## config.mk

```make
export PLATFORM = sky130hd
export DESIGN_NAME = psd_header_parser_flat
export DESIGN_NICKNAME = d
export VERILOG_FILES = /design/src/rtl/psdhp_pkg.sv /design/src/rtl/psdhp_in_if.sv /design/src/rtl/psdhp_out_if.sv /design/src/rtl/psdhp_parse.sv /design/src/rtl/psdhp_outbuf.sv /design/src/rtl/psd_header_parser.sv /design/src/flat_wrapper.sv
export SDC_FILE = /design/constraint.sdc
export NUM_CORES = 1
export LEC_CHECK = 0
export BUFFER_PORTS_ARGS = -buffer_cell sky130_fd_sc_hd__buf_2
export CORE_ASPECT_RATIO = 2
export CORE_UTILIZATION = 40
export CTS_CLUSTER_DIAMETER = 50
export DETAILED_ROUTE_END_ITERATION = 16
export SLEW_MARGIN = 20
export SYNTH_ARGS = -nofsm -noshare
export SYNTH_HDL_FRONTEND = slang
export SYNTH_SLANG_ARGS = --single-unit
```

## constraint.sdc

```tcl
create_clock -name clk -period 5.2 [get_ports clk]
set_input_delay 0.78 -clock clk [delete_from_list [all_inputs] [get_ports clk]]
set_output_delay 0.78 -clock clk [all_outputs]
set_load 0.02 [all_outputs]
```

## src/rtl/psdhp_pkg.sv

```systemverilog
// Shared types, phase codes and constants for the layered-image header parser.
// No dependencies; the parse, buffer, top-level and checker files import this package.
package psdhp_pkg;

  localparam int PhaseW = 5;

  // Parse phases, one per header field.
  localparam logic [PhaseW-1:0] PH_SIG0  = 5'd0;
  localparam logic [PhaseW-1:0] PH_VER   = 5'd4;
  localparam logic [PhaseW-1:0] PH_RESV  = 5'd5;
  localparam logic [PhaseW-1:0] PH_CHAN  = 5'd6;
  localparam logic [PhaseW-1:0] PH_HGT   = 5'd7;
  localparam logic [PhaseW-1:0] PH_WID   = 5'd8;
  localparam logic [PhaseW-1:0] PH_DEP   = 5'd9;
  localparam logic [PhaseW-1:0] PH_MODE  = 5'd10;
  localparam logic [PhaseW-1:0] PH_LEN1  = 5'd11;
  localparam logic [PhaseW-1:0] PH_SKIP1 = 5'd12;
  localparam logic [PhaseW-1:0] PH_LEN2  = 5'd13;
  localparam logic [PhaseW-1:0] PH_SKIP2 = 5'd14;
  localparam logic [PhaseW-1:0] PH_LEN3  = 5'd15;
  localparam logic [PhaseW-1:0] PH_SKIP3 = 5'd16;
  localparam logic [PhaseW-1:0] PH_COMP  = 5'd17;

  // Verdict codes.
  localparam logic [1:0] STATUS_PARSING  = 2'd0;
  localparam logic [1:0] STATUS_ACCEPTED = 2'd1;
  localparam logic [1:0] STATUS_REJECTED = 2'd2;

  localparam logic [31:0] RESERVED_BYTES = 32'd6;
  localparam logic [31:0] DEPTH_8        = 32'd8;
  localparam logic [31:0] DEPTH_16       = 32'd16;
  localparam logic [31:0] CHAN_GREY      = 32'd1;
  localparam logic [31:0] CHAN_COLOR     = 32'd3;
  localparam logic [31:0] VERSION_ONE    = 32'd1;

  typedef struct packed {
    logic [1:0]  status;
    logic [31:0] image_height;
    logic [31:0] image_width;
    logic        sixteen_bit;
    logic [1:0]  channel_count;
  } result_t;

  // Signature letters "8BPS".
  function automatic logic [7:0] sig_byte(input logic [1:0] idx);
    logic [7:0] val;
    case (idx)
      2'd0:    val = 8'h38;
      2'd1:    val = 8'h42;
      2'd2:    val = 8'h50;
      default: val = 8'h53;
    endcase
    return val;
  endfunction

endpackage

```

## src/rtl/psdhp_in_if.sv

```systemverilog
// Byte channel into the header parser: valid/ready handshake plus payload.
// Stands alone; used by the top level.
interface psdhp_in_if;
  logic       valid;
  logic       ready;
  logic [7:0] data_byte;
  logic       start_req;

  modport source (output valid, output data_byte, output start_req, input ready);
  modport sink   (input valid, input data_byte, input start_req, output ready);
endinterface

```

## src/rtl/psdhp_out_if.sv

```systemverilog
// Result channel out of the header parser: valid/ready handshake plus payload.
// Stands alone; used by the top level.
interface psdhp_out_if;
  logic        valid;
  logic        ready;
  logic [1:0]  status;
  logic [31:0] image_height;
  logic [31:0] image_width;
  logic        sixteen_bit;
  logic [1:0]  channel_count;

  modport source (output valid, output status, output image_height, output image_width,
                  output sixteen_bit, output channel_count, input ready);
  modport sink   (input valid, input status, input image_height, input image_width,
                  input sixteen_bit, input channel_count, output ready);
endinterface

```

## src/rtl/psdhp_parse.sv

```systemverilog
// Header parse state and the per-byte next-state and result logic.
// Depends on psdhp_pkg.
module psdhp_parse
  import psdhp_pkg::*;
(
  input  logic          clk,
  input  logic          rst_n,
  input  logic          acc,
  input  logic [7:0]    data_byte,
  input  logic          start_req,
  output result_t       res
);

  logic [PhaseW-1:0] phase_r, phase_nxt;
  logic [1:0]        idx_r, idx_nxt;
  logic [31:0]       asm_r, asm_nxt;
  logic [31:0]       skip_r, skip_nxt;
  logic [1:0]        chan_r, chan_nxt;
  logic [31:0]       hgt_r, hgt_nxt;
  logic [31:0]       wid_r, wid_nxt;
  logic              dep16_r, dep16_nxt;
  logic [1:0]        done_r, done_nxt;

  logic [31:0] asm_col;
  logic [1:0]  idx_inc;
  logic        last2, last4;
  logic [31:0] skip_dec;

  always_comb begin
    phase_nxt = phase_r;
    idx_nxt   = idx_r;
    asm_nxt   = asm_r;
    skip_nxt  = skip_r;
    chan_nxt  = chan_r;
    hgt_nxt   = hgt_r;
    wid_nxt   = wid_r;
    dep16_nxt = dep16_r;
    done_nxt  = done_r;

    // A start request clears everything before the byte is taken.
    if (start_req) begin
      phase_nxt = PH_SIG0;
      idx_nxt   = 2'd0;
      asm_nxt   = 32'd0;
      skip_nxt  = 32'd0;
      chan_nxt  = 2'd0;
      hgt_nxt   = 32'd0;
      wid_nxt   = 32'd0;
      dep16_nxt = 1'b0;
      done_nxt  = STATUS_PARSING;
    end

    asm_col  = (idx_nxt == 2'd0) ? {24'd0, data_byte} : {asm_nxt[23:0], data_byte};
    idx_inc  = idx_nxt + 2'd1;
    last2    = (idx_nxt != 2'd0);
    last4    = (idx_nxt == 2'd3);
    skip_dec = (skip_nxt != 32'd0) ? skip_nxt - 32'd1 : skip_nxt;

    if (done_nxt == STATUS_PARSING) begin
      if (phase_nxt < PH_VER) begin
        if (data_byte != sig_byte(phase_nxt[1:0])) done_nxt = STATUS_REJECTED;
        else phase_nxt = phase_nxt + 5'd1;
      end else begin
        unique case (phase_nxt) inside
          PH_VER: begin
            asm_nxt = asm_col;
            idx_nxt = last2 ? 2'd0 : idx_inc;
            if (last2) begin
              if (asm_col != VERSION_ONE) begin
                done_nxt = STATUS_REJECTED;
              end else begin
                skip_nxt  = RESERVED_BYTES;
                phase_nxt = PH_RESV;
              end
            end
          end
          PH_RESV, PH_SKIP1, PH_SKIP2, PH_SKIP3: begin
            skip_nxt = skip_dec;
            if (skip_dec == 32'd0) phase_nxt = phase_nxt + 5'd1;
          end
          PH_CHAN: begin
            asm_nxt = asm_col;
            idx_nxt = last2 ? 2'd0 : idx_inc;
            if (last2) begin
              if (asm_col != CHAN_GREY && asm_col != CHAN_COLOR) begin
                done_nxt = STATUS_REJECTED;
              end else begin
                chan_nxt  = asm_col[1:0];
                phase_nxt = PH_HGT;
              end
            end
          end
          PH_HGT: begin
            asm_nxt = asm_col;
            idx_nxt = last4 ? 2'd0 : idx_inc;
            if (last4) begin
              hgt_nxt   = asm_col;
              phase_nxt = PH_WID;
            end
          end
          PH_WID: begin
            asm_nxt = asm_col;
            idx_nxt = last4 ? 2'd0 : idx_inc;
            if (last4) begin
              wid_nxt   = asm_col;
              phase_nxt = PH_DEP;
            end
          end
          PH_DEP: begin
            asm_nxt = asm_col;
            idx_nxt = last2 ? 2'd0 : idx_inc;
            if (last2) begin
              if (asm_col != DEPTH_8 && asm_col != DEPTH_16) begin
                done_nxt = STATUS_REJECTED;
              end else begin
                dep16_nxt = (asm_col == DEPTH_16);
                phase_nxt = PH_MODE;
              end
            end
          end
          PH_MODE: begin
            asm_nxt = asm_col;
            idx_nxt = last2 ? 2'd0 : idx_inc;
            if (last2) begin
              if (asm_col != {30'd0, chan_nxt}) done_nxt = STATUS_REJECTED;
              else phase_nxt = PH_LEN1;
            end
          end
          PH_LEN1, PH_LEN2, PH_LEN3: begin
            asm_nxt = asm_col;
            idx_nxt = last4 ? 2'd0 : idx_inc;
            if (last4) begin
              // Zero or top-bit-set length: skip over the body phase.
              if (asm_col != 32'd0 && !asm_col[31]) begin
                skip_nxt  = asm_col;
                phase_nxt = phase_nxt + 5'd1;
              end else begin
                phase_nxt = phase_nxt + 5'd2;
              end
            end
          end
          PH_COMP: begin
            asm_nxt = asm_col;
            idx_nxt = last2 ? 2'd0 : idx_inc;
            if (last2) done_nxt = (asm_col == 32'd0) ? STATUS_ACCEPTED : STATUS_REJECTED;
          end
          default: begin
          end
        endcase
      end
    end

    res.status        = done_nxt;
    res.image_height  = (done_nxt == STATUS_ACCEPTED) ? hgt_nxt   : 32'd0;
    res.image_width   = (done_nxt == STATUS_ACCEPTED) ? wid_nxt   : 32'd0;
    res.sixteen_bit   = (done_nxt == STATUS_ACCEPTED) ? dep16_nxt : 1'b0;
    res.channel_count = (done_nxt == STATUS_ACCEPTED) ? chan_nxt  : 2'd0;
  end

  always_ff @(posedge clk) begin
    if (!rst_n) begin
      phase_r <= PH_SIG0;
      idx_r   <= 2'd0;
      asm_r   <= 32'd0;
      skip_r  <= 32'd0;
      chan_r  <= 2'd0;
      hgt_r   <= 32'd0;
      wid_r   <= 32'd0;
      dep16_r <= 1'b0;
      done_r  <= STATUS_PARSING;
    end else if (acc) begin
      phase_r <= phase_nxt;
      idx_r   <= idx_nxt;
      asm_r   <= asm_nxt;
      skip_r  <= skip_nxt;
      chan_r  <= chan_nxt;
      hgt_r   <= hgt_nxt;
      wid_r   <= wid_nxt;
      dep16_r <= dep16_nxt;
      done_r  <= done_nxt;
    end
  end

endmodule

```

## src/rtl/psdhp_outbuf.sv

```systemverilog
// Two-entry result buffer: output register plus skid register.
// Depends on psdhp_pkg for the result word type.
module psdhp_outbuf
  import psdhp_pkg::*;
(
  input  logic    clk,
  input  logic    rst_n,
  input  logic    in_valid,
  output logic    in_ready,
  input  result_t in_res,
  output logic    out_valid,
  input  logic    out_ready,
  output result_t out_res
);

  logic    out_valid_r, out_valid_nxt;
  logic    skid_valid_r, skid_valid_nxt;
  result_t out_res_r, skid_res_r;
  logic    acc;
  logic    drain;

  assign in_ready  = !skid_valid_r;
  assign acc       = in_valid && !skid_valid_r;
  assign drain     = !out_valid_r || out_ready;
  assign out_valid = out_valid_r;
  assign out_res   = out_res_r;

  always_comb begin
    out_valid_nxt  = out_valid_r;
    skid_valid_nxt = skid_valid_r;
    if (drain) begin
      out_valid_nxt  = skid_valid_r || acc;
      skid_valid_nxt = 1'b0;
    end else if (acc) begin
      skid_valid_nxt = 1'b1;
    end
  end

  always_ff @(posedge clk) begin
    if (!rst_n) begin
      out_valid_r  <= 1'b0;
      skid_valid_r <= 1'b0;
    end else begin
      out_valid_r  <= out_valid_nxt;
      skid_valid_r <= skid_valid_nxt;
    end
  end

  always_ff @(posedge clk) begin
    if (drain) begin
      if (skid_valid_r) out_res_r <= skid_res_r;
      else if (acc)     out_res_r <= in_res;
    end else if (acc) begin
      skid_res_r <= in_res;
    end
  end

endmodule

```

## src/rtl/psd_header_parser.sv

```systemverilog
// Top level of the layered-image header parser.
// Depends on psdhp_pkg, psdhp_in_if, psdhp_out_if, psdhp_parse and psdhp_outbuf.
//
// The parser takes one file byte per word, most significant byte first, and
// returns exactly one result word for every byte taken. A byte with start_req
// set restarts parsing and is read as the first signature letter. Each byte
// is handled by one layer of compare, shift and decrement logic on the parse
// state and the byte, whose result is registered, so the throughput is one
// byte per clock while in_ch.ready is high. Results sit in a two-entry buffer
// (an output register, backed by a skid register that takes a result while the
// output is stalled), so the input keeps taking bytes while
// a result waits; in_ch.ready drops only when both entries are full and
// returns the cycle after the consumer takes a word. Status reads 0 while
// parsing, 1 once the compression word closes a good header and 2 from the
// first failed check; the verdict then repeats on every byte until the next
// start. Height, width, depth flag and channel count are zero unless the
// status is 1. There are no configuration registers and no clearing pass.
module psd_header_parser
  import psdhp_pkg::*;
(
  input  logic        clk,
  input  logic        rst_n,
  psdhp_in_if.sink    in_ch,
  psdhp_out_if.source out_ch
);

  result_t parse_res;
  result_t buf_res;
  logic    buf_in_ready;
  logic    in_acc;

  // Take a byte when the buffer has room.
  assign in_acc      = in_ch.valid && buf_in_ready;
  assign in_ch.ready = buf_in_ready;

  psdhp_parse u_parse (
    .clk       (clk),
    .rst_n     (rst_n),
    .acc       (in_acc),
    .data_byte (in_ch.data_byte),
    .start_req (in_ch.start_req),
    .res       (parse_res)
  );

  psdhp_outbuf u_outbuf (
    .clk       (clk),
    .rst_n     (rst_n),
    .in_valid  (in_ch.valid),
    .in_ready  (buf_in_ready),
    .in_res    (parse_res),
    .out_valid (out_ch.valid),
    .out_ready (out_ch.ready),
    .out_res   (buf_res)
  );

  // Spread the buffered word onto the result channel.
  assign out_ch.status        = buf_res.status;
  assign out_ch.image_height  = buf_res.image_height;
  assign out_ch.image_width   = buf_res.image_width;
  assign out_ch.sixteen_bit   = buf_res.sixteen_bit;
  assign out_ch.channel_count = buf_res.channel_count;

endmodule

```

## src/flat_wrapper.sv

```systemverilog
// flat-port wrapper written by rule: the top's interface ports become plain ports
module psd_header_parser_flat import psdhp_pkg::*;
  (clk, rst_n, in_ch_valid, in_ch_data_byte, in_ch_start_req, in_ch_ready, out_ch_valid, out_ch_status, out_ch_image_height, out_ch_image_width, out_ch_sixteen_bit, out_ch_channel_count, out_ch_ready);
  psdhp_in_if in_ch_i ();
  psdhp_out_if out_ch_i ();
  input  logic clk;
  input  logic rst_n;
  input wire logic [$bits(in_ch_i.valid)-1:0] in_ch_valid;
  input wire logic [$bits(in_ch_i.data_byte)-1:0] in_ch_data_byte;
  input wire logic [$bits(in_ch_i.start_req)-1:0] in_ch_start_req;
  output wire logic [$bits(in_ch_i.ready)-1:0] in_ch_ready;
  output wire logic [$bits(out_ch_i.valid)-1:0] out_ch_valid;
  output wire logic [$bits(out_ch_i.status)-1:0] out_ch_status;
  output wire logic [$bits(out_ch_i.image_height)-1:0] out_ch_image_height;
  output wire logic [$bits(out_ch_i.image_width)-1:0] out_ch_image_width;
  output wire logic [$bits(out_ch_i.sixteen_bit)-1:0] out_ch_sixteen_bit;
  output wire logic [$bits(out_ch_i.channel_count)-1:0] out_ch_channel_count;
  input wire logic [$bits(out_ch_i.ready)-1:0] out_ch_ready;
  assign in_ch_i.valid = in_ch_valid;
  assign in_ch_i.data_byte = in_ch_data_byte;
  assign in_ch_i.start_req = in_ch_start_req;
  assign in_ch_ready = in_ch_i.ready;
  assign out_ch_valid = out_ch_i.valid;
  assign out_ch_status = out_ch_i.status;
  assign out_ch_image_height = out_ch_i.image_height;
  assign out_ch_image_width = out_ch_i.image_width;
  assign out_ch_sixteen_bit = out_ch_i.sixteen_bit;
  assign out_ch_channel_count = out_ch_i.channel_count;
  assign out_ch_i.ready = out_ch_ready;
  psd_header_parser u_core (.clk(clk), .rst_n(rst_n), .in_ch(in_ch_i), .out_ch(out_ch_i));
endmodule
```

==> results_dict.tcl <==
set metrics [dict create \
    run_status "finished clean" \
    maximum_number_of_buffers_from_clock_root_to_sink 3 \
    die_outline_height_um 270 \
    wirelength_mm 49.6 \
    grt_start_max_net_pins 94 \
    crit_path_cell_trace "nor4_1, a21oi_1, a311oi_2, nand2_2, and3_1, a2111oi_2, and2_1, a21oi_1, o221a_2" \
    placement.io_buffers 83 \
    reg2reg_setup_slack_ps 1150 \
    cts_hold_buffers 0 \
    synth_fp_nets 1573 \
    timing.critical_path.from_type "register" \
    clock_pin_transition_on_the_worst_setup_and_hold_timing_paths_ps 60 \
    rr_startpoint "u_core.u_parse.skip_r[13]$_SDFFE_PN0P_" \
    minimum_period_implied_by_the_final_worst_setup_slack_ps 4050 \
    worstHoldPathCells 2 \
    clock_insertion_delay_worst_skew_ps 540 \
    grt_pass1_vias 12157 \
    async_flop_share 0 \
    rsz0062_at_grt "no" \
    cts-root-buf "sky130_fd_sc_hd__clkbuf_16" \
    placeableCoreArea_um2 35600 \
    drt_first_pass_iters 7 \
    power_per_cell_area_nw_per_um2 293 \
    yosys.area.top_type_share 0.288 \
    grt.overflow.total 0 \
    cts_tree "built" \
    synth_cell_area_um2 14400 \
    remaining_max_slew_budget_at_the_tightest_pin 0.305 \
    setup_viol 0 \
    ys_types 79 \
    finalWeightedCongestion 0.998 \
    nets 1587 \
    synth_cells 1547 \
    power_leakage_nw 5.26 \
    antenna-diode-count 0 \
    setup_total_negative_slack_ps 0 \
    global_route.usage.total 0.270 \
    worst_reg_to_reg_cells 9 \
    floorplan_die_area_um2 36800 \
    synth_edf_count 138 \
    yosys_warnings 0 \
    timing.final.hold_violations 0 \
    crit_buf_inv 0 \
    max_capacitance_violation_count 0 \
    timing.critical_path.max_delay_family "compound AO/OA/AOI/OAI gates" \
    r2r_end "u_core.u_parse.phase_r[4]$_SDFFE_PN0P_" \
    hpwl_detailed_mm 34.6 \
    criticalPathCategory "reg2reg" \
    cts_resizes 0 \
    timing.clock.skew_ps 12.5 \
    max_stage_delay_ps 930 \
    standard_cell_with_the_maximum_stage_delay_on_the_critical_path "sky130_fd_sc_hd__nor4_1" \
    post_synth.cell_area_avg_um2 9.31 \
    clock.fmax_ghz 0.247 \
    initial_core_util 0.405 \
    drt.antenna.violating_nets 0 \
    numCtsBuffers 27 \
    timing.hold.worst_endpoint "u_core.u_parse.dep16_r$_SDFFE_PN0P_" \
    hp-class "reg2reg" \
    post_drt_wl_per_cell_um 24.4 \
    critical_path_arrival_ps 4470 \
    critical_path.endpoint_type "register" \
    max_slew.worst_pin.slew_ps 1040 \
    min_period_over_period 0.779 \
    vdd_ir_drop_max_uv 246 \
    final_core_utilization 0.453 \
    num_vias 12577 \
    synth_top_cells_by_area "sky130_fd_sc_hd__edfxtp_1, sky130_fd_sc_hd__dfxtp_1, sky130_fd_sc_hd__a22oi_1" \
    floorplan.die.width_um 136 \
    required_ps 5630 \
    timing.hold.worst.start "u_core.u_parse.dep16_r$_SDFFE_PN0P_" \
    cell_row_count 98 \
    avgViaCountPerCell 6.19 \
    worst-path-max-fanout 8 \
    critPathMostFrequentCell "sky130_fd_sc_hd__a21oi_1" \
    final_layout_size_suffix_gt1_frac 0.156 \
    grt_first_pass_wirelength_mm 75.2 \
    synthToLayoutAreaGrowth_pct 11.9 \
    drc_errors 0 \
    io_pins 84 \
    area_taken_by_flip_flops_and_latches_um2 6830 \
    fill_cells 3431 \
    synth_top_area_cell "sky130_fd_sc_hd__edfxtp_1" \
    h-tree-depth 1 \
    postSynth.topFlopCell "sky130_fd_sc_hd__edfxtp_1" \
    synth_seq_cells 272 \
    antenna_violations_before_repair 0 \
    slew_violations 0 \
    cts_post_setup_buffers_inserted 0 \
    multiInputGateArea_um2 6930 \
    clock_sink_count 272 \
    synth_sequential_area_ratio 0.474 \
    first_iter_violations 1096 \
]
## cell usage after synthesis, drive strengths merged (27+ instances only)
master	number
edfxtp	138
nor2b	100
nor3b	33
dfxtp	134
a21oi	103
nand3	67
buf	27
o31ai	38
nor3	30
nor2	106
nand2	138
mux2	38
clkbuf	124
o21ai	63
a22oi	89
## routing by layer
metal / up-vias / share of wire / global-route usage / routed length, µm
met2: 489 / 0.52 / 0.481 / 25700
met1: 6133 / 0.36 / 0.289 / 17700
met3: 173 / 0.043 / 0.0276 / 2120
met4: 0 / 0.082 / 0.197 / 4040
met5: - / 0 / 0 / 0
li1: 5782 / - / - / -
## through the flow
| stage | cell area (µm²) | setup slack, ps | total power [mW] | std cells | hold WS, ps |
|---|---|---|---|---|---|
| floorplan | 14400 | 643 | 2.66 | 1547 | 444 |
| global placement | 15200 | 807 | 2.80 | 1982 | 455 |
| detailed placement | 15200 | 743 | 2.81 | 1982 | 475 |
| CTS | 16100 | 1220 | 4.76 | 2031 | 484 |
| global route | 16100 | 895 | 4.87 | 2031 | 511 |
| finish | 16100 | 1150 | 4.73 | 2031 | 479 |
## cell families after synthesis
family / Yosys count / share of synthesized area
AOI/OAI and AO/OA: 452 / 0.217
DFF: 272 / 0.474
muxes: 41 / 0.0318
adders and majority gates: 13 / 0.0113
and+or+nand+nor: 581 / 0.210
buffers and inverters: 175 / 0.0480
xor gates and xnor gates: 13 / 0.00790
## layout make-up
| type | count | share of cell area |
|---|---|---|
| Clock inverter | 9 | 0.00800 |
| Multi-Input combinational cell | 1100 | 0.430 |
| Timing Repair Buffer | 136 | 0.0520 |
| Sequential cell | 272 | 0.424 |
| Tap cell | 450 | 0.0349 |
| Inverter | 24 | 0.00559 |
| Clock buffer | 40 | 0.0456 |
## sequential cells by signal (all words and copies together), names as in the netlist, 2 cells and up
name and flops:
u_core.u_outbuf.skid_res_r 69, u_core.u_outbuf.out_res 69, u_core.u_parse.done_r 2, u_core.u_parse.chan_r 2
u_core.u_parse.skip_r 32, u_core.u_parse.idx_r 2, u_core.u_parse.phase_r 5, u_core.u_parse.asm_r 24
u_core.u_parse.wid_r 32, u_core.u_parse.hgt_r 32
## how the worst max path moves through the flow
stage | from | cells after the start | end | slack, ps
2_1_floorplan | in_ch_start_req | 15 | u_core.u_parse.skip_r[24]$_SDFFE_PN0P_ | 640
3_3_place_gp | in_ch_start_req | 11 | u_core.u_outbuf.out_res[18]$_DFFE_PP_ | 810
3_5_place_dp | in_ch_start_req | 13 | u_core.u_parse.phase_r[4]$_SDFFE_PN0P_ | 740
4_1_cts | u_core.u_parse.skip_r[13]$_SDFFE_PN0P_ | 9 | u_core.u_parse.phase_r[4]$_SDFFE_PN0P_ | 1220
5_1_grt | u_core.u_parse.skip_r[13]$_SDFFE_PN0P_ | 9 | u_core.u_parse.phase_r[4]$_SDFFE_PN0P_ | 890
6_report | u_core.u_parse.skip_r[13]$_SDFFE_PN0P_ | 9 | u_core.u_parse.phase_r[4]$_SDFFE_PN0P_ | 1150
## tightest hold or removal path: stages (launching register included)
cell	delay, ps
sky130_fd_sc_hd__dfxtp_1	310
sky130_fd_sc_hd__nand2_1	50
sky130_fd_sc_hd__a21boi_0	70
## cells in the final DEF, fill, tap and decap left out, drive strengths merged, types with 25 or more instances in the layout
| cell | n |
|---|---|
| a21oi | 103 |
| a22oi | 89 |
| buf | 136 |
| clkbuf | 40 |
| dfxtp | 134 |
| edfxtp | 138 |
| inv | 25 |
| mux2 | 38 |
| nand2 | 138 |
| nand3 | 67 |
| nor2 | 106 |
| nor2b | 100 |
| nor3 | 30 |
| nor3b | 33 |
| nor4 | 25 |
| o21ai | 63 |
| o31ai | 38 |
## where the power goes
group | total (mW) | internal (mW) | leakage, nW | switching, mW
Sequential | 2.33 | 2.30 | 2.31 | 0.0229
Combinational | 0.438 | 0.128 | 2.54 | 0.310
Clock | 1.96 | 1.13 | 0.416 | 0.836
No activity file was read; power rests on OpenSTA's default activity.
